==> config.mk <==
export PLATFORM = sky130hd
export DESIGN_NAME = memory_lcd_line_update_framer
export DESIGN_NICKNAME = d
export VERILOG_FILES = /design/src/mluf_pkg.sv /design/src/mluf_queue.sv /design/src/mluf_front.sv /design/src/mluf_back.sv /design/src/memory_lcd_line_update_framer.sv
export SDC_FILE = /design/constraint.sdc
export NUM_CORES = 1
export LEC_CHECK = 0
export BUFFER_PORTS_ARGS = -buffer_cell sky130_fd_sc_hd__buf_2
export CAP_MARGIN = 30
export CORE_MARGIN = 2
export CORE_UTILIZATION = 40
export DETAILED_ROUTE_END_ITERATION = 12
export PLACE_DENSITY = 0.59
export SETUP_SLACK_MARGIN = 0.05
export SLEW_MARGIN = 20
export SYNTH_ARGS = -nofsm -noshare
export SYNTH_HDL_FRONTEND = slang
export SYNTH_SLANG_ARGS = --single-unit
==> constraint.sdc <==
create_clock -name i_clk -period 8.65 [get_ports i_clk]
set_input_delay 0.4325 -clock i_clk [delete_from_list [all_inputs] [get_ports i_clk]]
set_output_delay 0.4325 -clock i_clk [all_outputs]
set_load 0.02 [all_outputs]
==> src/mluf_pkg.sv <==
package mluf_pkg;

    // bits of panel memory per pixel
    localparam int BITS_PER_PIXEL = 1;

    // configuration register indexes (word address = paddr[3:2])
    localparam logic [1:0] REG_ROTATION     = 2'd0;
    localparam logic [1:0] REG_LINE_PIXELS  = 2'd1;
    localparam logic [1:0] REG_COMMAND_BYTE = 2'd2;
    localparam int         PADDR_W          = 4;

    // rotation codes
    localparam logic [1:0] ROT_0   = 2'd0;
    localparam logic [1:0] ROT_90  = 2'd1;
    localparam logic [1:0] ROT_180 = 2'd2;
    localparam logic [1:0] ROT_270 = 2'd3;

    // input item codes
    localparam logic CMD_START = 1'b0;
    localparam logic CMD_PIXEL = 1'b1;

    // result kinds, in the order they leave for one item
    typedef enum logic [2:0] {
        KIND_CMD  = 3'd0,
        KIND_ADDR = 3'd1,
        KIND_DATA = 3'd2,
        KIND_LTRL = 3'd3,
        KIND_FTRL = 3'd4
    } t_kind;

    // one bit per result kind; bit position equals the kind code
    localparam int MASK_W = 5;

    // queue between front and back
    localparam int QUEUE_DEPTH = 4;
    localparam int QPTR_W      = $clog2(QUEUE_DEPTH);
    localparam int QCNT_W      = $clog2(QUEUE_DEPTH + 1);

    typedef struct packed {
        logic [1:0]  rotation;
        logic [10:0] line_pixels;
        logic [7:0]  command_byte;
    } t_cfg;

    // work handed from front to back: which results to emit and their payload
    typedef struct packed {
        logic [MASK_W-1:0] mask;
        logic [7:0]        lead_byte;   // command byte or pixel byte
        logic [7:0]        addr_byte;   // bit-reversed line number plus one
        logic [7:0]        lo;          // first line, for the offset
        logic [7:0]        bpl;         // bytes per line, for the offset
    } t_job;

    function automatic logic [7:0] reverse8(input logic [7:0] v);
        logic [7:0] r;
        for (int i = 0; i < 8; i++) begin
            r[i] = v[7-i];
        end
        return r;
    endfunction

endpackage

==> src/mluf_queue.sv <==
module mluf_queue (
    input  logic                 i_clk,
    input  logic                 i_rst_n,
    input  logic                 i_push,
    input  mluf_pkg::t_job       i_job,
    input  logic                 i_pop,
    output mluf_pkg::t_job       o_head,
    output logic                 o_full,
    output logic                 o_empty
);

    mluf_pkg::t_job                  r_mem [mluf_pkg::QUEUE_DEPTH];
    logic [mluf_pkg::QPTR_W-1:0]     r_wr_ptr;
    logic [mluf_pkg::QPTR_W-1:0]     r_rd_ptr;
    logic [mluf_pkg::QCNT_W-1:0]     r_count;
    logic                            w_do_push;
    logic                            w_do_pop;

    assign o_full    = (r_count == mluf_pkg::QCNT_W'(mluf_pkg::QUEUE_DEPTH));
    assign o_empty   = (r_count == '0);
    assign w_do_push = i_push && !o_full;
    assign w_do_pop  = i_pop && !o_empty;
    assign o_head    = r_mem[r_rd_ptr];

    // store entries
    always_ff @(posedge i_clk) begin
        if (w_do_push) begin
            r_mem[r_wr_ptr] <= i_job;
        end
    end

    // advance pointers and count
    always_ff @(posedge i_clk) begin
        if (!i_rst_n) begin
            r_wr_ptr <= '0;
            r_rd_ptr <= '0;
            r_count  <= '0;
        end else begin
            if (w_do_push) begin
                r_wr_ptr <= r_wr_ptr + mluf_pkg::QPTR_W'(1);
            end
            if (w_do_pop) begin
                r_rd_ptr <= r_rd_ptr + mluf_pkg::QPTR_W'(1);
            end
            case ({w_do_push, w_do_pop})
                2'b10:   r_count <= r_count + mluf_pkg::QCNT_W'(1);
                2'b01:   r_count <= r_count - mluf_pkg::QCNT_W'(1);
                default: r_count <= r_count;
            endcase
        end
    end

endmodule

==> src/mluf_front.sv <==
module mluf_front (
    input  logic                 i_clk,
    input  logic                 i_rst_n,
    input  logic                 i_accept,
    input  logic                 i_cmd,
    input  logic                 i_dirty_flag,
    input  logic [7:0]           i_window_top,
    input  logic [7:0]           i_window_bottom,
    input  logic [7:0]           i_window_left,
    input  logic [7:0]           i_window_right,
    input  logic [7:0]           i_pixel_byte,
    input  mluf_pkg::t_cfg       i_cfg,
    output logic                 o_q_push,
    output mluf_pkg::t_job       o_q_job
);

    logic       r_frame_active, n_frame_active;
    logic [7:0] r_current_line, n_current_line;
    logic [8:0] r_lines_remaining, n_lines_remaining;
    logic [7:0] r_byte_in_line, n_byte_in_line;
    logic [7:0] r_line_bytes, n_line_bytes;

    logic [7:0]  w_a;
    logic [7:0]  w_b;
    logic [7:0]  w_lo;
    logic [7:0]  w_hi;
    logic [11:0] w_pw_round;
    logic [7:0]  w_bpl;
    logic [7:0]  w_bil_inc;
    logic [8:0]  w_lr_dec;

    // pick bounds by rotation and order them
    always_comb begin
        if (i_cfg.rotation inside {mluf_pkg::ROT_90, mluf_pkg::ROT_270}) begin
            w_a = i_window_left;
            w_b = i_window_right;
        end else begin
            w_a = i_window_top;
            w_b = i_window_bottom;
        end
        w_lo = (w_b < w_a) ? w_b : w_a;
        w_hi = (w_b < w_a) ? w_a : w_b;
    end

    // bytes per line, wrapped to 8 bits
    assign w_pw_round = {1'b0, i_cfg.line_pixels} + 12'd7;
    assign w_bpl      = 8'(w_pw_round[11:3] * mluf_pkg::BITS_PER_PIXEL);
    assign w_bil_inc  = r_byte_in_line + 8'd1;
    assign w_lr_dec   = r_lines_remaining - 9'd1;

    // classify the item and update frame state
    always_comb begin
        n_frame_active    = r_frame_active;
        n_current_line    = r_current_line;
        n_lines_remaining = r_lines_remaining;
        n_byte_in_line    = r_byte_in_line;
        n_line_bytes      = r_line_bytes;
        o_q_push          = 1'b0;
        o_q_job.mask      = '0;
        o_q_job.lead_byte = i_pixel_byte;
        o_q_job.addr_byte = mluf_pkg::reverse8(r_current_line + 8'd1);
        o_q_job.lo        = w_lo;
        o_q_job.bpl       = w_bpl;

        if (i_accept) begin
            if (i_cmd == mluf_pkg::CMD_START) begin
                n_frame_active    = 1'b0;
                n_byte_in_line    = '0;
                n_lines_remaining = '0;
                if (i_dirty_flag) begin
                    o_q_push          = 1'b1;
                    o_q_job.lead_byte = i_cfg.command_byte;
                    o_q_job.mask[mluf_pkg::KIND_CMD] = 1'b1;
                    n_line_bytes   = w_bpl;
                    n_current_line = w_lo;
                    if (w_bpl == '0) begin
                        // no bytes per line: close the frame at once
                        o_q_job.mask[mluf_pkg::KIND_FTRL] = 1'b1;
                    end else begin
                        n_frame_active    = 1'b1;
                        n_lines_remaining = {1'b0, w_hi} - {1'b0, w_lo} + 9'd1;
                    end
                end
            end else if (r_frame_active) begin
                o_q_push = 1'b1;
                o_q_job.mask[mluf_pkg::KIND_DATA] = 1'b1;
                if (r_byte_in_line == '0) begin
                    o_q_job.mask[mluf_pkg::KIND_ADDR] = 1'b1;
                end
                if (w_bil_inc >= r_line_bytes) begin
                    // end of line
                    o_q_job.mask[mluf_pkg::KIND_LTRL] = 1'b1;
                    n_byte_in_line    = '0;
                    n_current_line    = r_current_line + 8'd1;
                    n_lines_remaining = w_lr_dec;
                    if (w_lr_dec == '0) begin
                        o_q_job.mask[mluf_pkg::KIND_FTRL] = 1'b1;
                        n_frame_active = 1'b0;
                    end
                end else begin
                    n_byte_in_line = w_bil_inc;
                end
            end
        end
    end

    // hold frame state
    always_ff @(posedge i_clk) begin
        if (!i_rst_n) begin
            r_frame_active    <= 1'b0;
            r_current_line    <= '0;
            r_lines_remaining <= '0;
            r_byte_in_line    <= '0;
            r_line_bytes      <= '0;
        end else begin
            r_frame_active    <= n_frame_active;
            r_current_line    <= n_current_line;
            r_lines_remaining <= n_lines_remaining;
            r_byte_in_line    <= n_byte_in_line;
            r_line_bytes      <= n_line_bytes;
        end
    end

endmodule

==> src/mluf_back.sv <==
module mluf_back (
    input  logic                 i_clk,
    input  logic                 i_rst_n,
    input  mluf_pkg::t_job       i_head,
    input  logic                 i_q_empty,
    output logic                 o_q_pop,
    input  logic                 i_pop,
    output logic                 o_empty,
    output logic [7:0]           o_out_byte,
    output logic [2:0]           o_byte_kind,
    output logic [15:0]          o_start_offset,
    output logic                 o_frame_end,
    output logic                 o_last
);

    logic [mluf_pkg::MASK_W-1:0] r_done;
    logic [mluf_pkg::MASK_W-1:0] w_cur;
    logic [mluf_pkg::MASK_W-1:0] w_pick;
    logic [mluf_pkg::MASK_W-1:0] w_rest;
    mluf_pkg::t_kind             w_kind;
    logic                        w_advance;
    logic                        w_last;
    logic [7:0]                  w_byte;
    logic [15:0]                 w_offset;

    logic                        r_out_valid;
    logic [7:0]                  r_out_byte;
    mluf_pkg::t_kind             r_kind;
    logic [15:0]                 r_offset;
    logic                        r_last;

    // pick the next pending result of the head job
    assign w_cur  = i_head.mask & ~r_done;
    assign w_pick = w_cur & (~w_cur + mluf_pkg::MASK_W'(1));
    assign w_rest = w_cur & ~w_pick;
    assign w_last = (w_rest == '0);

    always_comb begin
        w_kind = mluf_pkg::KIND_CMD;
        for (int i = 0; i < mluf_pkg::MASK_W; i++) begin
            if (w_pick[i]) begin
                w_kind = mluf_pkg::t_kind'(i);
            end
        end
    end

    // build result payload
    always_comb begin
        w_offset = '0;
        case (w_kind)
            mluf_pkg::KIND_CMD: begin
                w_byte   = i_head.lead_byte;
                w_offset = {8'd0, i_head.lo} * {8'd0, i_head.bpl};
            end
            mluf_pkg::KIND_ADDR: w_byte = i_head.addr_byte;
            mluf_pkg::KIND_DATA: w_byte = i_head.lead_byte;
            default:             w_byte = '0;
        endcase
    end

    assign w_advance = !i_q_empty && (!r_out_valid || i_pop);
    assign o_q_pop   = w_advance && w_last;

    // track results already sent for the head job
    always_ff @(posedge i_clk) begin
        if (!i_rst_n) begin
            r_done <= '0;
        end else if (w_advance) begin
            r_done <= w_last ? '0 : (r_done | w_pick);
        end
    end

    // output register
    always_ff @(posedge i_clk) begin
        if (!i_rst_n) begin
            r_out_valid <= 1'b0;
        end else if (w_advance) begin
            r_out_valid <= 1'b1;
        end else if (i_pop) begin
            r_out_valid <= 1'b0;
        end
    end

    always_ff @(posedge i_clk) begin
        if (w_advance) begin
            r_out_byte <= w_byte;
            r_kind     <= w_kind;
            r_offset   <= w_offset;
            r_last     <= w_last;
        end
    end

    assign o_empty        = !r_out_valid;
    assign o_out_byte     = r_out_byte;
    assign o_byte_kind    = r_kind;
    assign o_start_offset = r_offset;
    assign o_frame_end    = (r_kind == mluf_pkg::KIND_FTRL);
    assign o_last         = r_last;

endmodule

==> src/memory_lcd_line_update_framer.sv <==
// Memory LCD multi-line write framer. Input items enter through a queue-style
// port (push/full): a start item opens a frame, pixel items fill it. Results
// leave one byte per cycle while pop is held, through a second queue-style port
// (empty/pop), each tagged with its kind (command, line address, pixel, line
// trailer, frame trailer). The front takes one item every cycle while its
// four-entry job queue has room; the back emits one result per cycle while pop
// is held, so most pixel items yield one result and a pixel item at a line
// boundary yields up to four (address, pixel, line trailer, frame trailer).
// Sustained rate is set by the back's single output register and the downstream
// pop rate. Registers (rotation at 0x0, line_pixels at 0x4, command_byte at 0x8)
// are written over the APB port and take effect at the next start item.
module memory_lcd_line_update_framer (
    input  logic                          i_clk,
    input  logic                          i_rst_n,
    // configuration port
    input  logic                          psel,
    input  logic                          penable,
    input  logic                          pwrite,
    input  logic [mluf_pkg::PADDR_W-1:0]  paddr,
    input  logic [31:0]                   pwdata,
    output logic [31:0]                   prdata,
    output logic                          pready,
    // input items
    input  logic                          push,
    output logic                          full,
    input  logic                          i_cmd,
    input  logic                          i_dirty_flag,
    input  logic [7:0]                    i_window_top,
    input  logic [7:0]                    i_window_bottom,
    input  logic [7:0]                    i_window_left,
    input  logic [7:0]                    i_window_right,
    input  logic [7:0]                    i_pixel_byte,
    // results
    output logic                          empty,
    input  logic                          pop,
    output logic [7:0]                    o_out_byte,
    output logic [2:0]                    o_byte_kind,
    output logic [15:0]                   o_start_offset,
    output logic                          o_frame_end,
    output logic                          o_last
);

    mluf_pkg::t_cfg r_cfg;
    logic           w_cfg_wr;
    logic [1:0]     w_reg_idx;
    logic           w_accept;
    logic           w_q_push;
    mluf_pkg::t_job w_q_job;
    logic           w_q_pop;
    mluf_pkg::t_job w_q_head;
    logic           w_q_empty;

    assign pready    = 1'b1;
    assign w_cfg_wr  = psel && penable && pwrite && pready;
    assign w_reg_idx = paddr[3:2];

    // configuration registers
    always_ff @(posedge i_clk) begin
        if (!i_rst_n) begin
            r_cfg.rotation     <= 2'd0;
            r_cfg.line_pixels  <= 11'd128;
            r_cfg.command_byte <= 8'd192;
        end else if (w_cfg_wr) begin
            case (w_reg_idx)
                mluf_pkg::REG_ROTATION:     r_cfg.rotation     <= pwdata[1:0];
                mluf_pkg::REG_LINE_PIXELS:  r_cfg.line_pixels  <= pwdata[10:0];
                mluf_pkg::REG_COMMAND_BYTE: r_cfg.command_byte <= pwdata[7:0];
                default: ;
            endcase
        end
    end

    // register read-back
    always_comb begin
        case (w_reg_idx)
            mluf_pkg::REG_ROTATION:     prdata = {30'd0, r_cfg.rotation};
            mluf_pkg::REG_LINE_PIXELS:  prdata = {21'd0, r_cfg.line_pixels};
            mluf_pkg::REG_COMMAND_BYTE: prdata = {24'd0, r_cfg.command_byte};
            default:                    prdata = '0;
        endcase
    end

    assign w_accept = push && !full;

    mluf_front u_front (
        .i_clk           (i_clk),
        .i_rst_n         (i_rst_n),
        .i_accept        (w_accept),
        .i_cmd           (i_cmd),
        .i_dirty_flag    (i_dirty_flag),
        .i_window_top    (i_window_top),
        .i_window_bottom (i_window_bottom),
        .i_window_left   (i_window_left),
        .i_window_right  (i_window_right),
        .i_pixel_byte    (i_pixel_byte),
        .i_cfg           (r_cfg),
        .o_q_push        (w_q_push),
        .o_q_job         (w_q_job)
    );

    mluf_queue u_queue (
        .i_clk   (i_clk),
        .i_rst_n (i_rst_n),
        .i_push  (w_q_push),
        .i_job   (w_q_job),
        .i_pop   (w_q_pop),
        .o_head  (w_q_head),
        .o_full  (full),
        .o_empty (w_q_empty)
    );

    mluf_back u_back (
        .i_clk          (i_clk),
        .i_rst_n        (i_rst_n),
        .i_head         (w_q_head),
        .i_q_empty      (w_q_empty),
        .o_q_pop        (w_q_pop),
        .i_pop          (pop),
        .o_empty        (empty),
        .o_out_byte     (o_out_byte),
        .o_byte_kind    (o_byte_kind),
        .o_start_offset (o_start_offset),
        .o_frame_end    (o_frame_end),
        .o_last         (o_last)
    );

endmodule

==> results.cfg, run 1 <==
[run_status]
status = complete, no violations

[floorplan]
die_area_um2 = 35720
chipHeight_um = 189.0
initial_core_util_pct = 40.73
coreArea_um2 = 33620
io_pins = 149
fp-row-count = 67
fp.dieW_um = 189.0

[clock_tree]
cts.repair.resized = 0
numCtsBuffers = 27
cts_setup_buffers = 0
clk_pin_slew_ps = 60
cts_sinks = 246
clkLatencyLatePin_ps = 560
cts-htree-levels = 1
hold_buffers = 0
clockRootBuffer = clkbuf_16
cts_tree = yes
cts_buffer_depth = 3

[setup_path]
criticalPathCategory = register to register
worstPathMaxFanout = 18
reg2reg_to = u_back.o_start_offset[14]
required_ps = 8930
cp-end-kind = register
r2r_setup_slack_ps = 3290
rr_worst_depth = 15
startpoint_type = register
cp.arrival_ps = 5640

[finish]
fillCellCount = 3125
fin_util_pct = 46.23
area_delta_synth_final_pct = 13.51
mostFrequentLayoutCell = edfxtp_1
diodes = 0
drive_gt1_share_pct = 16.58
nets = 1497
finalNonFillerCells = 1775
layout_common_cells = 176 x edfxtp_1, 114 x nand2_1, 103 x buf_2

[global_route]
grt_overflow = 0
grt_pass1_vias = 8665
grtUsageTotal_pct = 16.64
grt_max_degree = 54
grt_pass1_wl_mm = 47.40
antenna_found_initial = 0

[timing]
maxSlewViolCount = 0
skew_ps = 30.09
hold_viol = 0
min_period_ps = 5361
finalSetupViolCount = 0
worst_pin_slew_ps = 924.4
tns_ps = 0
max_clock_freq_mhz = 186.5
timing.hold.ws_ps = 123.5
rsz0062_at_grt = no
fin_crit_sh_pct = 61.98
slew_headroom_pct = 36.78

[power_and_ir_drop]
clkPwrFrac_pct = 27.8
p_leak_nw = 5.968
intPower_w = 0.002638
power.density_nw_per_um2 = 257.7
switchingPower_w = 0.001367
ir_drop_mv = 0.1696
combPwrFrac_pct = 36.6
seq_power_share_pct = 35.6
sw_frac_of_total_pct = 34.14
power_w = 0.004006

[placed_design]
gp_congestion = 0.8146
place_hpwl_mm = 21.05
dp_cells = 1722
port-buffer-count = 103

[min_path]
hold-path-endpoint = r_cfg[17]
min_from = pwdata[9]
hp-class = input port to register
min_path_cells = 3

[routing]
ant_nets = 0
post_drt_wl_per_cell_um = 16.51
vias = 9078
drc = 0
vias_per_cell = 5.114
dr.pass1.iters = 7
drt-total-wl_mm = 29.30
drt-initial-drc-count = 526

[logic_synthesis]
avgSynthCellArea_um2 = 11.44
synth_top_area_share_pct = 38.60
synth_async_sr_flop_share_pct = 0
ys_seq_area_share_pct = 48.83
synth.top_cells.by_area = edfxtp_1 39%, dfxtp_1 10%, ha_1 6.2%
synth_warnings = 0
synth_flop_cell = edfxtp_1
synth_edf_count = 176
synth_top_area_cell = edfxtp_1
syn-cell-area_um2 = 13690
yosysUniqueCellTypes = 69
ys_ff_latch = 246
synth_cells = 1197

[run]
drv_cap = 0
## cells in the mapped netlist, drive strengths merged, types with 3 or more instances
library cell    n
nand4           4
clkbuf         28
nor2b          15
a221oi          4
a22oi           3
mux4           37
inv            95
o211ai         13
buf            35
xnor2          20
a2111oi         4
a22o            6
and2           61
o2111ai         3
a21o            6
a31oi           6
nand3          34
edfxtp        176
o21a            6
or4             3
a41oi           4
mux2           11
nor2           79
a211o           5
nor4            8
nand2         114
ha             68
nand2b         13
and3            5
fa             38
nor3b           7
a211oi         15
or3            13
o21ai          39
xor2           21
a21oi          47
a2bb2oi         3
dfxtp          70
nor3           26
a311oi          3
a21boi          4
mux2i          22
## state kept, by name, summed over array words and instances (netlist names), named ones only
register	count
r_cfg	21
u_back.o_byte_kind	3
u_back.o_last	1
u_back.o_out_byte	8
u_back.o_start_offset	16
u_back.r_done	5
u_back.r_out_valid	1
u_front.r_byte_in_line	8
u_front.r_current_line	8
u_front.r_frame_active	1
u_front.r_line_bytes	8
u_front.r_lines_remaining	9
u_queue.r_count	3
u_queue.r_mem	148
u_queue.r_rd_ptr	2
u_queue.r_wr_ptr	2
## per-stage QoR
step                setup WS, ps  cell area (um^2)
global route                3009             15540
finish                      3289             15540
detailed placement          2980             14650
global placement            2989             14650
floorplan                   3237             13770
CTS                         2929             15510
## power by group through the flow
stage	combinational (W)	sequential, W	clock [W]
final	0.00147	0.00142	0.00111
after global routing	0.00168	0.00143	0.00119
after CTS	0.00148	0.00143	0.00114
after detailed placement	0.00146	0.00146	0
after global placement	0.00145	0.00145	0
after floorplan	0.00109	0.00150	0
## how the worst max path moves through the flow
stage,startpoint,to,slack [ps],depth (start not counted)
6_report,register,u_back.o_start_offset[14],3290,15
5_1_grt,register,u_back.o_start_offset[11],3010,16
4_1_cts,register,u_back.o_start_offset[14],2930,14
3_5_place_dp,register,u_back.o_start_offset[14],2980,14
2_1_floorplan,register,u_back.o_start_offset[14],3240,16
3_3_place_gp,register,u_back.o_start_offset[14],2990,14
## layer usage
metal / global-route usage (%) / vias to the layer above / part of all wire, %
li1: - / 4478 / -
met1: 24.33 / 4383 / 49
met2: 26.75 / 188 / 46
met3: 2.095 / 29 / 3.9
met4: 3.215 / 0 / 1.2
met5: 0 / - / 0
## layout make-up
cell class / count / area, um^2 / area share, %
clock buffer: 36 / 719.4 / 4.629
clock inverter: 14 / 136.4 / 0.8775
inverter: 96 / 360.3 / 2.319
multi-input combinational: 812 / 6399 / 41.17
sequential: 246 / 6688 / 43.03
tap: 448 / 560.5 / 3.607
timing repair buffer: 123 / 678.2 / 4.364
## critical path, cell delays in order (launching register included)
cell and delay, ps:
dfxtp_2 490, buf_12 240, mux4_2 620, and2_1 210, fa_1 530, fa_1 520
fa_1 540, inv_1 50, fa_1 520, inv_1 40, ha_1 220, or3_1 400
a21oi_1 120, nand2b_1 170, o21ai_0 110, mux2_2 280
## cell families (layout without fill, tap and decap cells)
logic type	Yosys count	after routing	share of synthesized area (%)
and+or+nand+nor	388	388	14.02
DFF	246	246	48.83
other	2	22	0.05485
muxes	70	70	8.599
AOI/OAI and AO/OA	184	184	8.956
buffers and inverters	159	269	5.063
xor gates and xnor gates	41	41	2.623
adders and majority gates	107	107	11.85
Power figures use the tool's default switching activity.
==> inputs of run 2 (changes only) <==
- PLACE_DENSITY: 0.59 -> 0.61
- clock period: 8.65 -> 4.65 ns (I/O delays scaled with it)
==> run 2 against run 1 <==
  * The run now ends with setup timing left
  * Cell area up 5.9%
  * Sequential share of layout area down 2.4 points
  * Power up 120%
  * Utilization up 2.7 points
  * Clock power up 100%
  * Setup slack worse by 3400 ps
  * Clock skew down 9.5 ps
  * Combinational power rose to 2.6 times the previous value
  * Maximum frequency up 12%
  * Critical path type unchanged
  * Largest power group unchanged
==> results.cfg, run 2 (same netlist as run 1, synthesis figures left out) <==
[setup_path]
startpoint_type = register
criticalPathCategory = register to register
cp.arrival_ps = 5080
cp-end-kind = register
required_ps = 4950
worstPathMaxFanout = 8

[timing]
skew_ps = 20.64
min_period_ps = 4781
tns_ps = -439.6
fin_crit_sh_pct = 102.8
fin_ws_ps = -131.3
slew_headroom_pct = 39.93
worst_pin_slew_ps = 896.2
finalSetupViolCount = 5
maxSlewViolCount = 0
hold_viol = 0
max_clock_freq_mhz = 209.1
rsz0062_at_grt = yes

[finish]
largest_reg_flops = 148
diodes = 0
fin_util_pct = 48.95
drive_gt1_share_pct = 23.83
design_area_um2 = 16460
top_register = u_queue.r_mem
layout_common_cells = 176 x edfxtp_1, 111 x nand2_1, 104 x buf_2
fillCellCount = 3007
mostFrequentLayoutCell = edfxtp_1
nets = 1564
area_delta_synth_final_pct = 20.19
finalNonFillerCells = 1841

[floorplan]
fp-row-count = 67
die_area_um2 = 35720
coreArea_um2 = 33620
fp.dieW_um = 189.0
initial_core_util_pct = 40.73
chipHeight_um = 189.0
io_pins = 149

[placed_design]
placement.cell_area_um2 = 15070
place_hpwl_mm = 21.68
gp_congestion = 0.8401
dp_cells = 1763
port-buffer-count = 103

[power_and_ir_drop]
ir_drop_mv = 0.4985
power.density_nw_per_um2 = 533.3
p_leak_nw = 6.379
power_w = 0.008775

[clock_tree]
clockRootBuffer = clkbuf_16
clk_pin_slew_ps = 60
cts_tree = yes
cts_sinks = 246
cts_buffer_depth = 3
cts-htree-levels = 1
clkLatencyLatePin_ps = 560
numCtsBuffers = 27

[routing]
drt-initial-drc-count = 646
vias = 9458
drt-total-wl_mm = 30.09
dr.pass1.iters = 5
drc = 0
vias_per_cell = 5.137
ant_nets = 0
post_drt_wl_per_cell_um = 16.34

[global_route]
antenna_found_initial = 0
grtUsageTotal_pct = 16.89
grt_max_degree = 40
grt_overflow = 0
grt_pass1_wl_mm = 48.52
grt_pass1_vias = 9129

[run_status]
violations = setup timing
status = finished, violations left

[run]
drv_cap = 0

[min_path]
hp-class = input port to register
[run 2: cell count changes in the layout (fill, tap and decap cells not counted), sizes merged]
cell and change:
buf +56, bufinv +3, clkinv -8, clkinvlp +3, dlygate4sd3 +12
[run 2: per-layer routing]
metal	track usage [%]	share of wire (%)	vias up
met3	1.983	4.3	36
li1	-	-	4614
met1	24.27	48	4601
met2	27.49	46	207
met4	3.846	1.8	0
met5	0	0	-
[run 2: path summary, 6_finish.rpt]
path,end,depth (start not counted),slack [ps],from
worst max-delay path,u_back.o_start_offset[14],15,-130,register
worst max register to register,u_back.o_start_offset[14],15,-130,register
worst min-delay path,u_queue.r_mem[3][24],3,30,i_pixel_byte[0]
worst min register to register,u_front.r_line_bytes[5],2,480,u_front.r_line_bytes[5]
[run 2: layout make-up]
type,instances,area (um^2),area share [%]
tap,448,560.5,3.406
multi-input combinational,812,6623,40.24
clock inverter,12,206.4,1.255
inverter,96,362.8,2.205
clock buffer,37,743.2,4.516
timing repair buffer,190,1269,7.710
sequential,246,6691,40.66
[run 2: power by group]
group          total [W]  internal (W)  leakage [nW]  switching, W
combinational    0.00386       0.00187          3.76       0.00199
sequential       0.00265       0.00259          2.17     0.0000637
clock            0.00227       0.00140         0.449      0.000867
total            0.00878       0.00586          6.38       0.00292
[run 2: repair_timing]
action	in CTS	in global routing
resized for setup	14	35
endpoints found under the setup margin	8	13
buffers inserted	5	10
pin swaps	6	23
endpoints found under the hold margin	22	0
hold buffers	12	0
gates cloned	1	0
[run 2: metrics by stage]
step                      hold WS (ps)  setup slack (ps)
after global routing             38.49            -306.1
after floorplan                  356.6            -62.52
after global placement           464.6            -150.1
after detailed placement         470.7            -162.0
final                            34.45            -131.3
after CTS                        8.361            -141.7
[run 2: worst max-delay path, cell delays in order (launching register included)]
cell and delay [ps]:
dfxtp_4 400, buf_12 150, mux4_2 590, and2_4 200, fa_1 560, fa_1 440
fa_1 490, inv_1 50, fa_1 490, inv_2 50, ha_4 150, or3_4 390
a21oi_2 110, nand2b_4 140, o21ai_2 50, mux2_2 260
